<file path="config.mk">
export PLATFORM = sky130hd
export DESIGN_NAME = radix_digit_converter_top
export DESIGN_NICKNAME = d
export VERILOG_FILES = /design/src/rtl/core/rdc_pkg.sv /design/src/rtl/core/radix_digit_converter_top.sv /design/src/rtl/core/rdc_front.sv /design/src/rtl/core/rdc_queue.sv /design/src/rtl/core/rdc_back.sv
export SDC_FILE = /design/constraint.sdc
export NUM_CORES = 1
export LEC_CHECK = 0
export BUFFER_PORTS_ARGS = -buffer_cell sky130_fd_sc_hd__buf_2
export CAP_MARGIN = 20
export CORE_UTILIZATION = 55
export CTS_CLUSTER_SIZE = 25
export DETAILED_ROUTE_END_ITERATION = 7
export PLACE_DENSITY = 0.72
export SETUP_SLACK_MARGIN = 0.3
export SLEW_MARGIN = 20
export SYNTH_ARGS = -nofsm -noshare
export SYNTH_HDL_FRONTEND = slang
export SYNTH_SLANG_ARGS = --single-unit
</file>
<file path="constraint.sdc">
create_clock -name clk_i -period 19.36 [get_ports clk_i]
set_clock_uncertainty 0.1 [all_clocks]
set_input_delay 1.936 -clock clk_i [delete_from_list [all_inputs] [get_ports clk_i]]
set_output_delay 1.936 -clock clk_i [all_outputs]
set_load 0.005 [all_outputs]
</file>
<file path="src/rtl/core/rdc_pkg.sv">
// ----------------------------------------------------------------------------
// Radix digit converter package
// Shared widths, types and helper functions of the radix digit converter.
// ----------------------------------------------------------------------------
`default_nettype none

package rdc_pkg;

  // Width of the value port and of the value bits that take part.
  localparam int unsigned VALUE_WIDTH = 32;
  localparam int unsigned IN_VALUE_W  = 32;
  localparam int unsigned EFF_W       = (VALUE_WIDTH < IN_VALUE_W) ? VALUE_WIDTH : IN_VALUE_W;

  // Field widths of the ports.
  localparam int unsigned RADIX_W = 6;
  localparam int unsigned CHAR_W  = 7;
  localparam int unsigned COUNT_W = 6;

  // Radix limits.
  localparam logic [RADIX_W-1:0] RADIX_MIN = RADIX_W'(2);
  localparam logic [RADIX_W-1:0] RADIX_MAX = RADIX_W'(36);

  // Divider: quotient bits resolved per cycle and division steps per digit.
  localparam int unsigned DIV_BITS = 8;
  localparam int unsigned STEPS    = (EFF_W + DIV_BITS - 1) / DIV_BITS;
  localparam int unsigned WORK_W   = STEPS * DIV_BITS;
  localparam int unsigned STEP_W   = (STEPS > 1) ? $clog2(STEPS) : 1;

  // Digit store sizing.
  localparam int unsigned CNT_W = $clog2(EFF_W + 1);
  localparam int unsigned IDX_W = $clog2(EFF_W);

  // ASCII offsets for digits and letters.
  localparam logic [CHAR_W-1:0] ASCII_ZERO        = CHAR_W'(8'h30);
  localparam logic [CHAR_W-1:0] ASCII_LETTER_BIAS = CHAR_W'(8'h37);
  localparam logic [RADIX_W-1:0] DECIMAL_DIGITS   = RADIX_W'(10);

  // Classified request passed from the front to the back.
  typedef struct packed {
    logic [EFF_W-1:0]   value;
    logic [RADIX_W-1:0] radix;
    logic               radix_err;
  } rdc_cmd_t;

  // Back-end sequencer states.
  typedef enum logic [1:0] {
    ST_IDLE,
    ST_DIVIDE,
    ST_EMIT
  } rdc_state_e;

  // Map a remainder to its ASCII digit.
  function automatic logic [CHAR_W-1:0] rdc_digit_char(input logic [RADIX_W-1:0] d);
    logic [CHAR_W-1:0] c;
    if (d < DECIMAL_DIGITS) begin
      c = CHAR_W'(d) + ASCII_ZERO;
    end else begin
      c = CHAR_W'(d) + ASCII_LETTER_BIAS;
    end
    return c;
  endfunction

endpackage

`default_nettype wire

</file>
<file path="src/rtl/core/radix_digit_converter_top.sv">
// ----------------------------------------------------------------------------
// Radix digit converter
// Converts an unsigned value to ASCII digits in a radix from 2 to 36.
// ----------------------------------------------------------------------------
//  Channel   Handshake          Fields
//  request   push / full        value_i[31:0], radix_i[5:0]
//  result    empty / pop        digit_char_o[6:0], digit_count_o[5:0],
//                               last_digit_o, radix_error_o
//
// The divider in the digit engine resolves eight quotient bits per cycle, so
// each digit costs four division steps, and the stacked digits then leave
// one per cycle unless the result stalls. A bad radix gives one error result.
// A two-entry queue holds waiting requests; result stalls hold the output
// register and stop the emission. Reset clears queue and engine.
// ----------------------------------------------------------------------------
`default_nettype none

module radix_digit_converter_top
  import rdc_pkg::*;
(
  input  wire logic                  clk_i,
  input  wire logic                  rst_ni,
  input  wire logic                  push,
  output logic                       full,
  input  wire logic [IN_VALUE_W-1:0] value_i,
  input  wire logic [RADIX_W-1:0]    radix_i,
  output logic                       empty,
  input  wire logic                  pop,
  output logic [CHAR_W-1:0]          digit_char_o,
  output logic [COUNT_W-1:0]         digit_count_o,
  output logic                       last_digit_o,
  output logic                       radix_error_o
);

  rdc_cmd_t front_cmd;
  rdc_cmd_t q_cmd;
  logic     q_valid;
  logic     q_pop;

  // Request classification.
  rdc_front u_front (
    .value_i (value_i),
    .radix_i (radix_i),
    .cmd_o   (front_cmd)
  );

  // Decoupling queue.
  rdc_queue u_queue (
    .clk_i   (clk_i),
    .rst_ni  (rst_ni),
    .push_i  (push),
    .cmd_i   (front_cmd),
    .full_o  (full),
    .valid_o (q_valid),
    .pop_i   (q_pop),
    .cmd_o   (q_cmd)
  );

  // Digit engine and result register.
  rdc_back u_back (
    .clk_i         (clk_i),
    .rst_ni        (rst_ni),
    .q_valid_i     (q_valid),
    .q_cmd_i       (q_cmd),
    .q_pop_o       (q_pop),
    .empty_o       (empty),
    .pop_i         (pop),
    .digit_char_o  (digit_char_o),
    .digit_count_o (digit_count_o),
    .last_digit_o  (last_digit_o),
    .radix_error_o (radix_error_o)
  );

endmodule

`default_nettype wire

</file>
<file path="src/rtl/core/rdc_front.sv">
// ----------------------------------------------------------------------------
// Radix digit converter front end
// Trims the incoming value and checks the radix of each request.
// ----------------------------------------------------------------------------
`default_nettype none

module rdc_front
  import rdc_pkg::*;
(
  input  wire logic [IN_VALUE_W-1:0] value_i,
  input  wire logic [RADIX_W-1:0]    radix_i,
  output rdc_cmd_t                   cmd_o
);

  // Only the low value bits take part; a radix outside the legal range is flagged.
  always_comb begin
    cmd_o.value     = value_i[EFF_W-1:0];
    cmd_o.radix     = radix_i;
    cmd_o.radix_err = !(radix_i inside {[RADIX_MIN:RADIX_MAX]});
  end

endmodule

`default_nettype wire

</file>
<file path="src/rtl/core/rdc_queue.sv">
// ----------------------------------------------------------------------------
// Radix digit converter request queue
// Two-entry queue that decouples the front end from the digit engine.
// ----------------------------------------------------------------------------
`default_nettype none

module rdc_queue
  import rdc_pkg::*;
(
  input  wire logic clk_i,
  input  wire logic rst_ni,
  input  wire logic push_i,
  input  rdc_cmd_t  cmd_i,
  output logic      full_o,
  output logic      valid_o,
  input  wire logic pop_i,
  output rdc_cmd_t  cmd_o
);

  rdc_cmd_t   entry_q [2];
  logic       wr_ptr_q, wr_ptr_d;
  logic       rd_ptr_q, rd_ptr_d;
  logic [1:0] cnt_q, cnt_d;
  logic       do_push, do_pop;

  assign full_o  = (cnt_q == 2'd2);
  assign valid_o = (cnt_q != 2'd0);
  assign cmd_o   = entry_q[rd_ptr_q];
  assign do_push = push_i && !full_o;
  assign do_pop  = pop_i && valid_o;

  // Pointer and fill count update.
  always_comb begin
    wr_ptr_d = do_push ? !wr_ptr_q : wr_ptr_q;
    rd_ptr_d = do_pop ? !rd_ptr_q : rd_ptr_q;
    cnt_d    = cnt_q;
    if (do_push && !do_pop) begin
      cnt_d = cnt_q + 2'd1;
    end else if (do_pop && !do_push) begin
      cnt_d = cnt_q - 2'd1;
    end
  end

  always_ff @(posedge clk_i or negedge rst_ni) begin
    if (!rst_ni) begin
      wr_ptr_q <= 1'b0;
      rd_ptr_q <= 1'b0;
      cnt_q    <= 2'd0;
    end else begin
      wr_ptr_q <= wr_ptr_d;
      rd_ptr_q <= rd_ptr_d;
      cnt_q    <= cnt_d;
    end
  end

  // Entry storage.
  always_ff @(posedge clk_i) begin
    if (do_push) begin
      entry_q[wr_ptr_q] <= cmd_i;
    end
  end

endmodule

`default_nettype wire

</file>
<file path="src/rtl/core/rdc_back.sv">
// ----------------------------------------------------------------------------
// Radix digit converter back end
// Divides by the radix a byte of quotient per cycle, stacks the remainders
// and emits them most significant first through an output register.
// ----------------------------------------------------------------------------
`default_nettype none

module rdc_back
  import rdc_pkg::*;
(
  input  wire logic                clk_i,
  input  wire logic                rst_ni,
  input  wire logic                q_valid_i,
  input  rdc_cmd_t                 q_cmd_i,
  output logic                     q_pop_o,
  output logic                     empty_o,
  input  wire logic                pop_i,
  output logic [CHAR_W-1:0]        digit_char_o,
  output logic [COUNT_W-1:0]       digit_count_o,
  output logic                     last_digit_o,
  output logic                     radix_error_o
);

  rdc_state_e          state_q, state_d;
  logic [WORK_W-1:0]   val_q, val_d;
  logic [RADIX_W-1:0]  radix_q, radix_d;
  logic                err_q, err_d;
  logic [RADIX_W-1:0]  rem_q, rem_d;
  logic [STEP_W-1:0]   step_q, step_d;
  logic [CNT_W-1:0]    cnt_q, cnt_d;
  logic [CNT_W-1:0]    ptr_q, ptr_d;
  logic [RADIX_W-1:0]  stack_q [EFF_W];

  logic                out_valid_q, out_valid_d;
  logic [CHAR_W-1:0]   out_char_q, out_char_d;
  logic [COUNT_W-1:0]  out_cnt_q, out_cnt_d;
  logic                out_last_q, out_last_d;
  logic                out_err_q, out_err_d;

  logic [RADIX_W-1:0]  rem_next;
  logic [DIV_BITS-1:0] qbits;
  logic [WORK_W-1:0]   quot_next;
  logic                last_step;
  logic                quot_zero;
  logic                load_out;
  logic                stack_we;
  logic [CNT_W-1:0]    ptr_m1;
  logic [IDX_W-1:0]    rd_idx;

  // Restoring division over the top byte of the working value.
  always_comb begin
    logic [DIV_BITS-1:0] top;
    logic [RADIX_W:0]    t;
    logic [RADIX_W-1:0]  r;
    top   = val_q[WORK_W-1 -: DIV_BITS];
    r     = rem_q;
    qbits = '0;
    for (int i = DIV_BITS - 1; i >= 0; i--) begin
      t = {r, top[i]};
      if (t >= {1'b0, radix_q}) begin
        qbits[i] = 1'b1;
        t        = t - {1'b0, radix_q};
      end
      r = t[RADIX_W-1:0];
    end
    rem_next  = r;
    quot_next = (val_q << DIV_BITS) | WORK_W'(qbits);
  end

  assign last_step = (step_q == STEP_W'(STEPS - 1));
  assign quot_zero = (quot_next == '0);
  assign load_out  = (state_q == ST_EMIT) && (!out_valid_q || pop_i);
  assign ptr_m1    = ptr_q - CNT_W'(1);
  assign rd_idx    = ptr_m1[IDX_W-1:0];
  assign stack_we  = (state_q == ST_DIVIDE) && last_step;

  // Next state.
  always_comb begin
    state_d = state_q;
    case (state_q)
      ST_IDLE: begin
        if (q_valid_i) begin
          state_d = q_cmd_i.radix_err ? ST_EMIT : ST_DIVIDE;
        end
      end
      ST_DIVIDE: begin
        if (last_step && quot_zero) begin
          state_d = ST_EMIT;
        end
      end
      ST_EMIT: begin
        if (load_out && (ptr_q == CNT_W'(1))) begin
          state_d = ST_IDLE;
        end
      end
      default: begin
        state_d = ST_IDLE;
      end
    endcase
  end

  // Datapath and output register control.
  always_comb begin
    q_pop_o     = 1'b0;
    val_d       = val_q;
    radix_d     = radix_q;
    err_d       = err_q;
    rem_d       = rem_q;
    step_d      = step_q;
    cnt_d       = cnt_q;
    ptr_d       = ptr_q;
    out_valid_d = out_valid_q;
    out_char_d  = out_char_q;
    out_cnt_d   = out_cnt_q;
    out_last_d  = out_last_q;
    out_err_d   = out_err_q;

    if (pop_i) begin
      out_valid_d = 1'b0;
    end

    case (state_q)
      ST_IDLE: begin
        q_pop_o = q_valid_i;
        val_d   = WORK_W'(q_cmd_i.value);
        radix_d = q_cmd_i.radix;
        err_d   = q_cmd_i.radix_err;
        rem_d   = '0;
        step_d  = '0;
        cnt_d   = '0;
        ptr_d   = CNT_W'(1);
      end
      ST_DIVIDE: begin
        val_d = quot_next;
        if (last_step) begin
          rem_d  = '0;
          step_d = '0;
          cnt_d  = cnt_q + CNT_W'(1);
          ptr_d  = cnt_q + CNT_W'(1);
        end else begin
          rem_d  = rem_next;
          step_d = step_q + STEP_W'(1);
        end
      end
      ST_EMIT: begin
        if (load_out) begin
          out_valid_d = 1'b1;
          ptr_d       = ptr_m1;
          if (err_q) begin
            out_char_d = '0;
            out_cnt_d  = '0;
            out_last_d = 1'b0;
            out_err_d  = 1'b1;
          end else begin
            out_char_d = rdc_digit_char(stack_q[rd_idx]);
            out_cnt_d  = COUNT_W'(cnt_q);
            out_last_d = (ptr_q == CNT_W'(1));
            out_err_d  = 1'b0;
          end
        end
      end
      default: begin
        q_pop_o = 1'b0;
      end
    endcase
  end

  // Control registers.
  always_ff @(posedge clk_i or negedge rst_ni) begin
    if (!rst_ni) begin
      state_q     <= ST_IDLE;
      out_valid_q <= 1'b0;
      step_q      <= '0;
      cnt_q       <= '0;
      ptr_q       <= '0;
    end else begin
      state_q     <= state_d;
      out_valid_q <= out_valid_d;
      step_q      <= step_d;
      cnt_q       <= cnt_d;
      ptr_q       <= ptr_d;
    end
  end

  // Payload registers.
  always_ff @(posedge clk_i) begin
    val_q      <= val_d;
    radix_q    <= radix_d;
    err_q      <= err_d;
    rem_q      <= rem_d;
    out_char_q <= out_char_d;
    out_cnt_q  <= out_cnt_d;
    out_last_q <= out_last_d;
    out_err_q  <= out_err_d;
    if (stack_we) begin
      stack_q[cnt_q[IDX_W-1:0]] <= rem_next;
    end
  end

  assign empty_o       = !out_valid_q;
  assign digit_char_o  = out_char_q;
  assign digit_count_o = out_cnt_q;
  assign last_digit_o  = out_last_q;
  assign radix_error_o = out_err_q;

endmodule

`default_nettype wire

</file>
# After elaboration in Yosys (flattened, before gate mapping)
# Memories as Yosys holds them, arrays and structs flattened.
# Index checks and enable logic that the tools add are counted.
dict set report word_totals {
  regBits 81
  latch_bits 0
  mem_bits_rw 270
  romBits 0
  output_inout_bits 17
  word_cells 124
  memories 2
}
# name words word_bits rd rd_clocked_by_memory_dff write_ports line_no
set memory_table {}
lappend memory_table {u_back.stack_q 32 6 1 0 1 rdc_back.sv:32} ;# logic [RADIX_W-1:0] stack_q [EFF_W];
lappend memory_table {u_queue.entry_q 2 39 1 0 1 rdc_queue.sv:20} ;# rdc_cmd_t entry_q [2];
dict set report op_classes {
  add_sub_neg 15
  mul 0
  n_div 0
  n_lt_le_gt_ge 11
  n_eq_ne 10
  shift 0
  mux 42
  bitwise_logic 1
  reduce_logical 27
}
# op n
set op_table {}
lappend op_table {{2-to-1 mux 6 bit} 11}
lappend op_table {{one-hot mux 32 bit (2 select lines)} 1}
lappend op_table {{>= comparator 7 x 6 -> 1 bit} 8}
lappend op_table {{subtractor 6 bit} 8}
lappend op_table {{zero test 32 bit} 1}
lappend op_table {{bitwise OR 32 x 8 -> 32 bit} 1}
lappend op_table {{one-hot mux 6 bit (2 select lines)} 2}
lappend op_table {{one-hot mux 6 bit (3 select lines)} 1}
lappend op_table {{2-to-1 mux 1 bit} 17}
lappend op_table {{adder 6 x 6 -> 7 bit, second input constant} 2}
lappend op_table {{2-to-1 mux 2 bit} 7}
lappend op_table {{logical AND 1 bit} 9}
lappend op_table {{zero test 1 bit} 7}
lappend op_table {{2-to-1 mux 7 bit} 1}
lappend op_table {{adder 6 x 1 -> 6 bit, second input constant} 1}
lappend op_table {{== test 2 bit, second input constant} 3}
lappend op_table {{== test 6 x 1 -> 1 bit, second input constant} 1}
lappend op_table {{>= comparator 6 x 2 -> 1 bit, second input constant} 1}
lappend op_table {{less-or-equal comparator 6 bit, second input constant} 1}
lappend op_table {{less-than comparator 6 x 4 -> 1 bit, second input constant} 1}
lappend op_table {{inequality test 2 x 1 -> 1 bit, second input constant} 3}
lappend op_table {{one-hot mux 2 bit (3 select lines)} 1}
lappend op_table {{AND reduction 3 bit} 2}
lappend op_table {{nonzero test 2 bit} 3}
lappend op_table {{10 further kinds} 13}

# Longest topological paths before layout
dict set report logic_depth {
  depth_word 21
  depth_mapped 80
  ltp_nobuf 74
}

# Cells and area by module
# A second synthesis with hierarchy kept.
dict set report hier_totals {
  hier_cells 1183
  area_unflattened_um2 17458.0
}
# module instances cells_per_inst area_each_um2
set modules_own_cells {}
lappend modules_own_cells {rdc_back 1 1000 14112.3}
lappend modules_own_cells {rdc_queue 1 140 3026.7}
lappend modules_own_cells {rdc_front 1 43 319.1}

# Worst setup path before layout
# Ideal clock, no wire load.
dict set report synth_path {
  path_type {register to register}
  from {reg u_back.radix_q[1]}
  to {reg u_back.rem_q[0], data pin}
  arrival_time_ns 17.134
  required_ns 19.121
  slack_ns 1.987
  stages_incl_launch_ff 79
  n_path_buf 6
  period_less_slack_ns 17.373
  cell_sequence {edfxtp_1 inv_1 ha_1 nor2_2 a21boi_1 o21a_1 mux2_2 inv_1 ha_1 nor2b_1 o31ai_1 a21oi_1 a2111o_1 clkbuf_1 o21ai_1 inv_1 ha_1 nor2b_1 (+43 left out) a211oi_1 nand2_1 nand4b_1 a21bo_1 buf_2 mux2i_1 ha_1 a21o_1 a21o_1 a21o_1 a21o_1 a211oi_1 o21ai_0 o21ai_0 o211a_1 buf_6 mux2i_1 and3b_1}
}
dict set report synth_between {
  elab_chain_len 18
  word_cells_on_any_way 25
  cone_classes {7 x add/sub; 8 x order compare; 10 x mux}
}
# element line_no
set synth_lines {}
lappend synth_lines {{start: declaration} rdc_back.sv:26} ;# logic [RADIX_W-1:0] radix_q, radix_d;
lappend synth_lines {{start signal: assignment} rdc_back.sv:188} ;# radix_q <= radix_d;
lappend synth_lines {{subtractor 6 bit / >= comparator 7 x 6 -> 1 bit (equally long branches)} {rdc_back.sv:62, rdc_back.sv:60}}
lappend synth_lines {{2-to-1 mux 6 bit} rdc_back.sv:60} ;# if (t >= {1'b0, radix_q}) begin
lappend synth_lines {{subtractor 6 bit / >= comparator 7 x 6 -> 1 bit (equally long branches)} {rdc_back.sv:62, rdc_back.sv:60}}
lappend synth_lines {{2-to-1 mux 6 bit} rdc_back.sv:60}
lappend synth_lines {{subtractor 6 bit / >= comparator 7 x 6 -> 1 bit (equally long branches)} {rdc_back.sv:62, rdc_back.sv:60}}
lappend synth_lines {{2-to-1 mux 6 bit} rdc_back.sv:60}
lappend synth_lines {{subtractor 6 bit / >= comparator 7 x 6 -> 1 bit (equally long branches)} {rdc_back.sv:62, rdc_back.sv:60}}
lappend synth_lines {{2-to-1 mux 6 bit} rdc_back.sv:60}
lappend synth_lines {{(+3 left out)} -}
lappend synth_lines {{2-to-1 mux 6 bit} rdc_back.sv:60}
lappend synth_lines {{subtractor 6 bit / >= comparator 7 x 6 -> 1 bit (equally long branches)} {rdc_back.sv:62, rdc_back.sv:60}}
lappend synth_lines {{2-to-1 mux 6 bit} rdc_back.sv:60}
lappend synth_lines {{>= comparator 7 x 6 -> 1 bit *} rdc_back.sv:60}
lappend synth_lines {{2-to-1 mux 6 bit *} rdc_back.sv:60}
lappend synth_lines {{via u_back.rem_next[0]} rdc_back.sv:40} ;# logic [RADIX_W-1:0] rem_next;
lappend synth_lines {{2-to-1 mux 6 bit *} rdc_back.sv:135} ;# if (last_step) begin
lappend synth_lines {{one-hot mux 6 bit (2 select lines) *} rdc_back.sv:122} ;# case (state_q)
lappend synth_lines {{end signal: assignment} rdc_back.sv:190} ;# rem_q <= rem_d;
lappend synth_lines {{end: declaration} rdc_back.sv:28} ;# logic [RADIX_W-1:0] rem_q, rem_d;
# Mark *: on every way through the listed nets, which the timed path passes. The rest lies on a longest branch.
# A chain may end at the register's enable or synchronous reset.

# Worst setup path in the final report
dict set report layout_path {
  from {reg u_back.radix_q[0]}
  to {reg u_back.rem_q[5], data pin}
}
dict set report layout_between {
  elab_chain_len 18
  word_cells_on_any_way 26
  cone_classes {8 x add/sub; 8 x order compare; 10 x mux}
}
# element line_no
set layout_lines {}
lappend layout_lines {{subtractor 6 bit / >= comparator 7 x 6 -> 1 bit (equally long branches)} {rdc_back.sv:62, rdc_back.sv:60}}
lappend layout_lines {{2-to-1 mux 6 bit} rdc_back.sv:60}
lappend layout_lines {{subtractor 6 bit / >= comparator 7 x 6 -> 1 bit (equally long branches)} {rdc_back.sv:62, rdc_back.sv:60}}
lappend layout_lines {{2-to-1 mux 6 bit} rdc_back.sv:60}
lappend layout_lines {{subtractor 6 bit / >= comparator 7 x 6 -> 1 bit (equally long branches)} {rdc_back.sv:62, rdc_back.sv:60}}
lappend layout_lines {{2-to-1 mux 6 bit} rdc_back.sv:60}
lappend layout_lines {{subtractor 6 bit / >= comparator 7 x 6 -> 1 bit (equally long branches)} {rdc_back.sv:62, rdc_back.sv:60}}
lappend layout_lines {{2-to-1 mux 6 bit} rdc_back.sv:60}
lappend layout_lines {{(+3 left out)} -}
lappend layout_lines {{2-to-1 mux 6 bit} rdc_back.sv:60}
lappend layout_lines {{>= comparator 7 x 6 -> 1 bit / subtractor 6 bit (equally long branches)} {rdc_back.sv:60, rdc_back.sv:62}}
lappend layout_lines {{2-to-1 mux 6 bit} rdc_back.sv:60}
lappend layout_lines {{subtractor 6 bit / >= comparator 7 x 6 -> 1 bit (equally long branches)} {rdc_back.sv:62, rdc_back.sv:60}}
lappend layout_lines {{2-to-1 mux 6 bit *} rdc_back.sv:60}
lappend layout_lines {{via u_back.rem_next[5]} rdc_back.sv:40}
lappend layout_lines {{2-to-1 mux 6 bit *} rdc_back.sv:135}
lappend layout_lines {{one-hot mux 6 bit (2 select lines) *} rdc_back.sv:122}
# Marks and branches as above.

==> summary.md <==
| Metric | Value |
|---|---|
| Routed Antenna Nets | `0` |
| CP required | `about 20 ns` |
| Clk sinks | `between 300 and 400` |
| Synthesized area per cell | `14.65 um^2` |
| Area of the multi-input gates | `just under 6000 um^2` |
| CTS tree | `yes` |
| Most frequent cells in the layout | `edfxtp_1 (330), nand2_1 (81), nor2_1 (79), o21ai_0 (68), ha_1 (61)` |
| I/O Buffers | `slightly below 60` |
| Slowest-stage cell, CP | `edfxtp_1` |
| Synth Instances | `~1.1k` |
| EDFF count, synth | `330` |
| Die ar. | `roughly 31,000 um^2` |
| I/O pin cnt | `roughly 60` |
| Starting density of the core | `0.5614` |
| R2R Setup Slk | `between 1.5 and 2 ns` |
| Fin crit share | `0.9204` |
| Clock Path Buffers | `3` |
| Status | `complete, no violations` |
| # DRC | `0` |
| Startpoint Class | `flop` |
| Slew Viols, Final | `0` |
| H-tree levels | `2` |
| Root Buffer | `clkbuf_16` |
| Clock transition at path regs | `approximately 0.060 ns` |
| Crit-path max FO | `33` |
| Core area | `29,720 um^2` |
| Rel. slew slack | `0.3285` |
| Post-layout min period | `between 15 and 20 ns` |
| WL/cell | `about 22 um` |
| Synth top area cells | `edfxtp_1 (59%), mux4_2 (8.1%), ha_1 (4.7%)` |
| Register area | `between 10,000 and 15,000 um^2` |
| #FFs+latches synth | `~350` |
| Commonest non-fill, non-tap cell in the layout | `edfxtp_1` |
| Syn Nets | `1,252` |
| Post-CTS Hold Fix Bufs | `0` |
| DRT Pass-1 Iters | `7` |
| RSZ-0062 raised after global routing | `no` |
| Share of layout cells above drive strength 1 | `0.1971` |
| Synthesized area | `16,680 um^2` |
| Worst Setup End Kind | `flop` |
| Area delta synth->final | `12.42%` |
| Ant diodes | `0` |
| Hold Crit Class | `flop to flop` |
| First-pass GRT wire length | `about 55 mm` |
| Via count | `around 9.9k` |
| Post-synth top area share | `0.5940` |
| Die Wd | `176.2 um` |
| Die H | `approximately 180 um` |
| TNS Setup | `0 ns` |
| Placer Congestion | `around 0.91` |
| CTS buffer count | `37` |
| FP Rows | `63` |
| First DRT Iteration DRCs | `roughly 1.0k` |
| Clk_lat worst skew | `0.53 ns` |
| Syn. warnings | `0` |
| Vias in the first global route | `roughly 9.8k` |
| Max_cap viols | `0` |
| Top cell by count, worst path | `a21o_1` |
| # fillers | `between 2k and 2.5k` |
| Library cells used by synthesis | `75` |
| Crit path largest cell delay | `0.59 ns` |
| F_max | `approximately 0.056 GHz` |
| Final nets | `about 1.3k` |
| Setup CP Type | `flop to flop` |
| Fin. Hold Viols | `0` |
| Synth async-reset ratio | `0.05983` |
| Post-synth top flop | `edfxtp_1` |
| Post-synthesis sequential area ratio | `0.6255` |
| Global-route usage over all layers | `0.2369` |
| Initial antenna violation count | `2` |
| Top cell type by total area after synthesis | `edfxtp_1` |
| Final WL | `between 30 and 40 mm` |
| Total congestion overflow | `0` |
| Pin count of the biggest net entering global routing | `80` |
| Final setup viols | `0` |
| Slew @ Worst Pin | `just over 1 ns` |
| Final HPWL DP | `23.47 mm` |
| Vias/cell | `6.048` |
| CP Data Arrival Time | `roughly 18 ns` |
-- cell families after synthesis --
family | synth area share
flip-flops | 0.6255
AND/OR/NAND/NOR | 0.07485
AO/OA/AOI/OAI | 0.07163
multiplexers | 0.1255
buffers and inverters | 0.02310
adder cells (fa/ha/maj) | 0.05685
XOR/XNOR | 0.02258
-- per-stage QoR --
step                      instance area, um^2  std cells  hold slack (ns)  utilization  worst slack, ns
after global routing                    18750       1633           0.4308       0.6311           0.2925
after CTS                               18650       1626           0.4049       0.6275           0.5598
after detailed placement                17470       1564           0.4009       0.5878           0.6349
after floorplan                         16680       1139           0.3608            -            1.987
final                                   18750       1633           0.4042       0.6311            1.542
after global placement                  17440       1563           0.3838       0.5869            1.189
-- synthesized netlist by cell type (4+ instances only) --
cell,count
xor2_1,18
a21oi_1,29
nor4_1,6
nor3_1,10
a211oi_1,11
dfrtp_1,21
nor2b_1,22
nand2_1,82
fa_1,8
clkbuf_1,28
o21ai_0,69
o211ai_1,4
mux4_2,60
a22o_1,4
xnor2_1,25
o21a_1,8
inv_1,58
ha_1,63
a21o_1,16
buf_1,6
nor2_1,81
mux2_4,6
mux2i_1,46
nand2b_1,17
nand3b_1,6
edfxtp_1,330
o21ai_1,5
nand3_1,9
mux2_2,16
nand4_1,8
-- sequential cells by signal (all words and copies together), names as in the netlist --
name,cells
u_back.out_valid_q,1
u_queue.cnt_q,2
u_back.digit_count_o,6
u_queue.wr_ptr_q,1
u_back.cnt_q,6
u_back.last_digit_o,1
u_back.ptr_q,6
u_queue.entry_q,78
u_back.rem_q,6
u_back.radix_q,6
u_back.step_q,2
u_back.state_q,2
u_queue.rd_ptr_q,1
u_back.err_q,1
u_back.stack_q,192
u_back.digit_char_o,7
u_back.val_q,32
u_back.radix_error_o,1
-- per-layer routing --
metal  share of wire  routed length, um  track usage
met1            0.45              16210       0.3519
met2            0.45              16020       0.3548
met3           0.074               2658      0.04996
met4           0.023                830      0.06739
met5         0.00036                 13            0
-- cell type report --
cell class / instances / area share
tap: 390 / 0.02602
inverter: 58 / 0.01181
timing repair buffer: 81 / 0.02575
sequential: 351 / 0.5565
clock inverter: 15 / 0.008740
multi-input combinational: 691 / 0.3170
clock buffer: 47 / 0.05411
-- worst paths after layout --
check | start | endpoint | cells after the start
setup reg to reg | u_back.radix_q[0] | u_back.rem_q[5] | 73
setup / recovery | u_back.radix_q[0] | u_back.rem_q[5] | 73
max in group asynchronous | rst_ni | u_queue.rd_ptr_q | 1
min in group asynchronous | rst_ni | u_back.cnt_q[1] | 1
hold / removal | u_back.step_q[0] | u_back.step_q[0] | 1
hold reg to reg | u_back.step_q[0] | u_back.step_q[0] | 1
-- worst max-delay path: cells and delay by family (launching register included) --
kind / cells / cell delay [ns]
AO/OA/AOI/OAI: 39 / 9.37
adder cells (fa/ha/maj): 8 / 2.30
buffers and inverters: 6 / 0.70
flip-flops: 1 / 0.59
multiplexers: 5 / 1.95
AND/OR/NAND/NOR: 15 / 2.52
-- repair_timing --
| item | CTS | global route |
|---|---|---|
| endpoints found under the setup margin | 0 | 201 |
| resized for setup | 0 | 13 |
| buffers inserted | 0 | 7 |
Power is not shown: default switching activity piles up to over one toggle a cycle in this logic, so the estimate is an artifact.
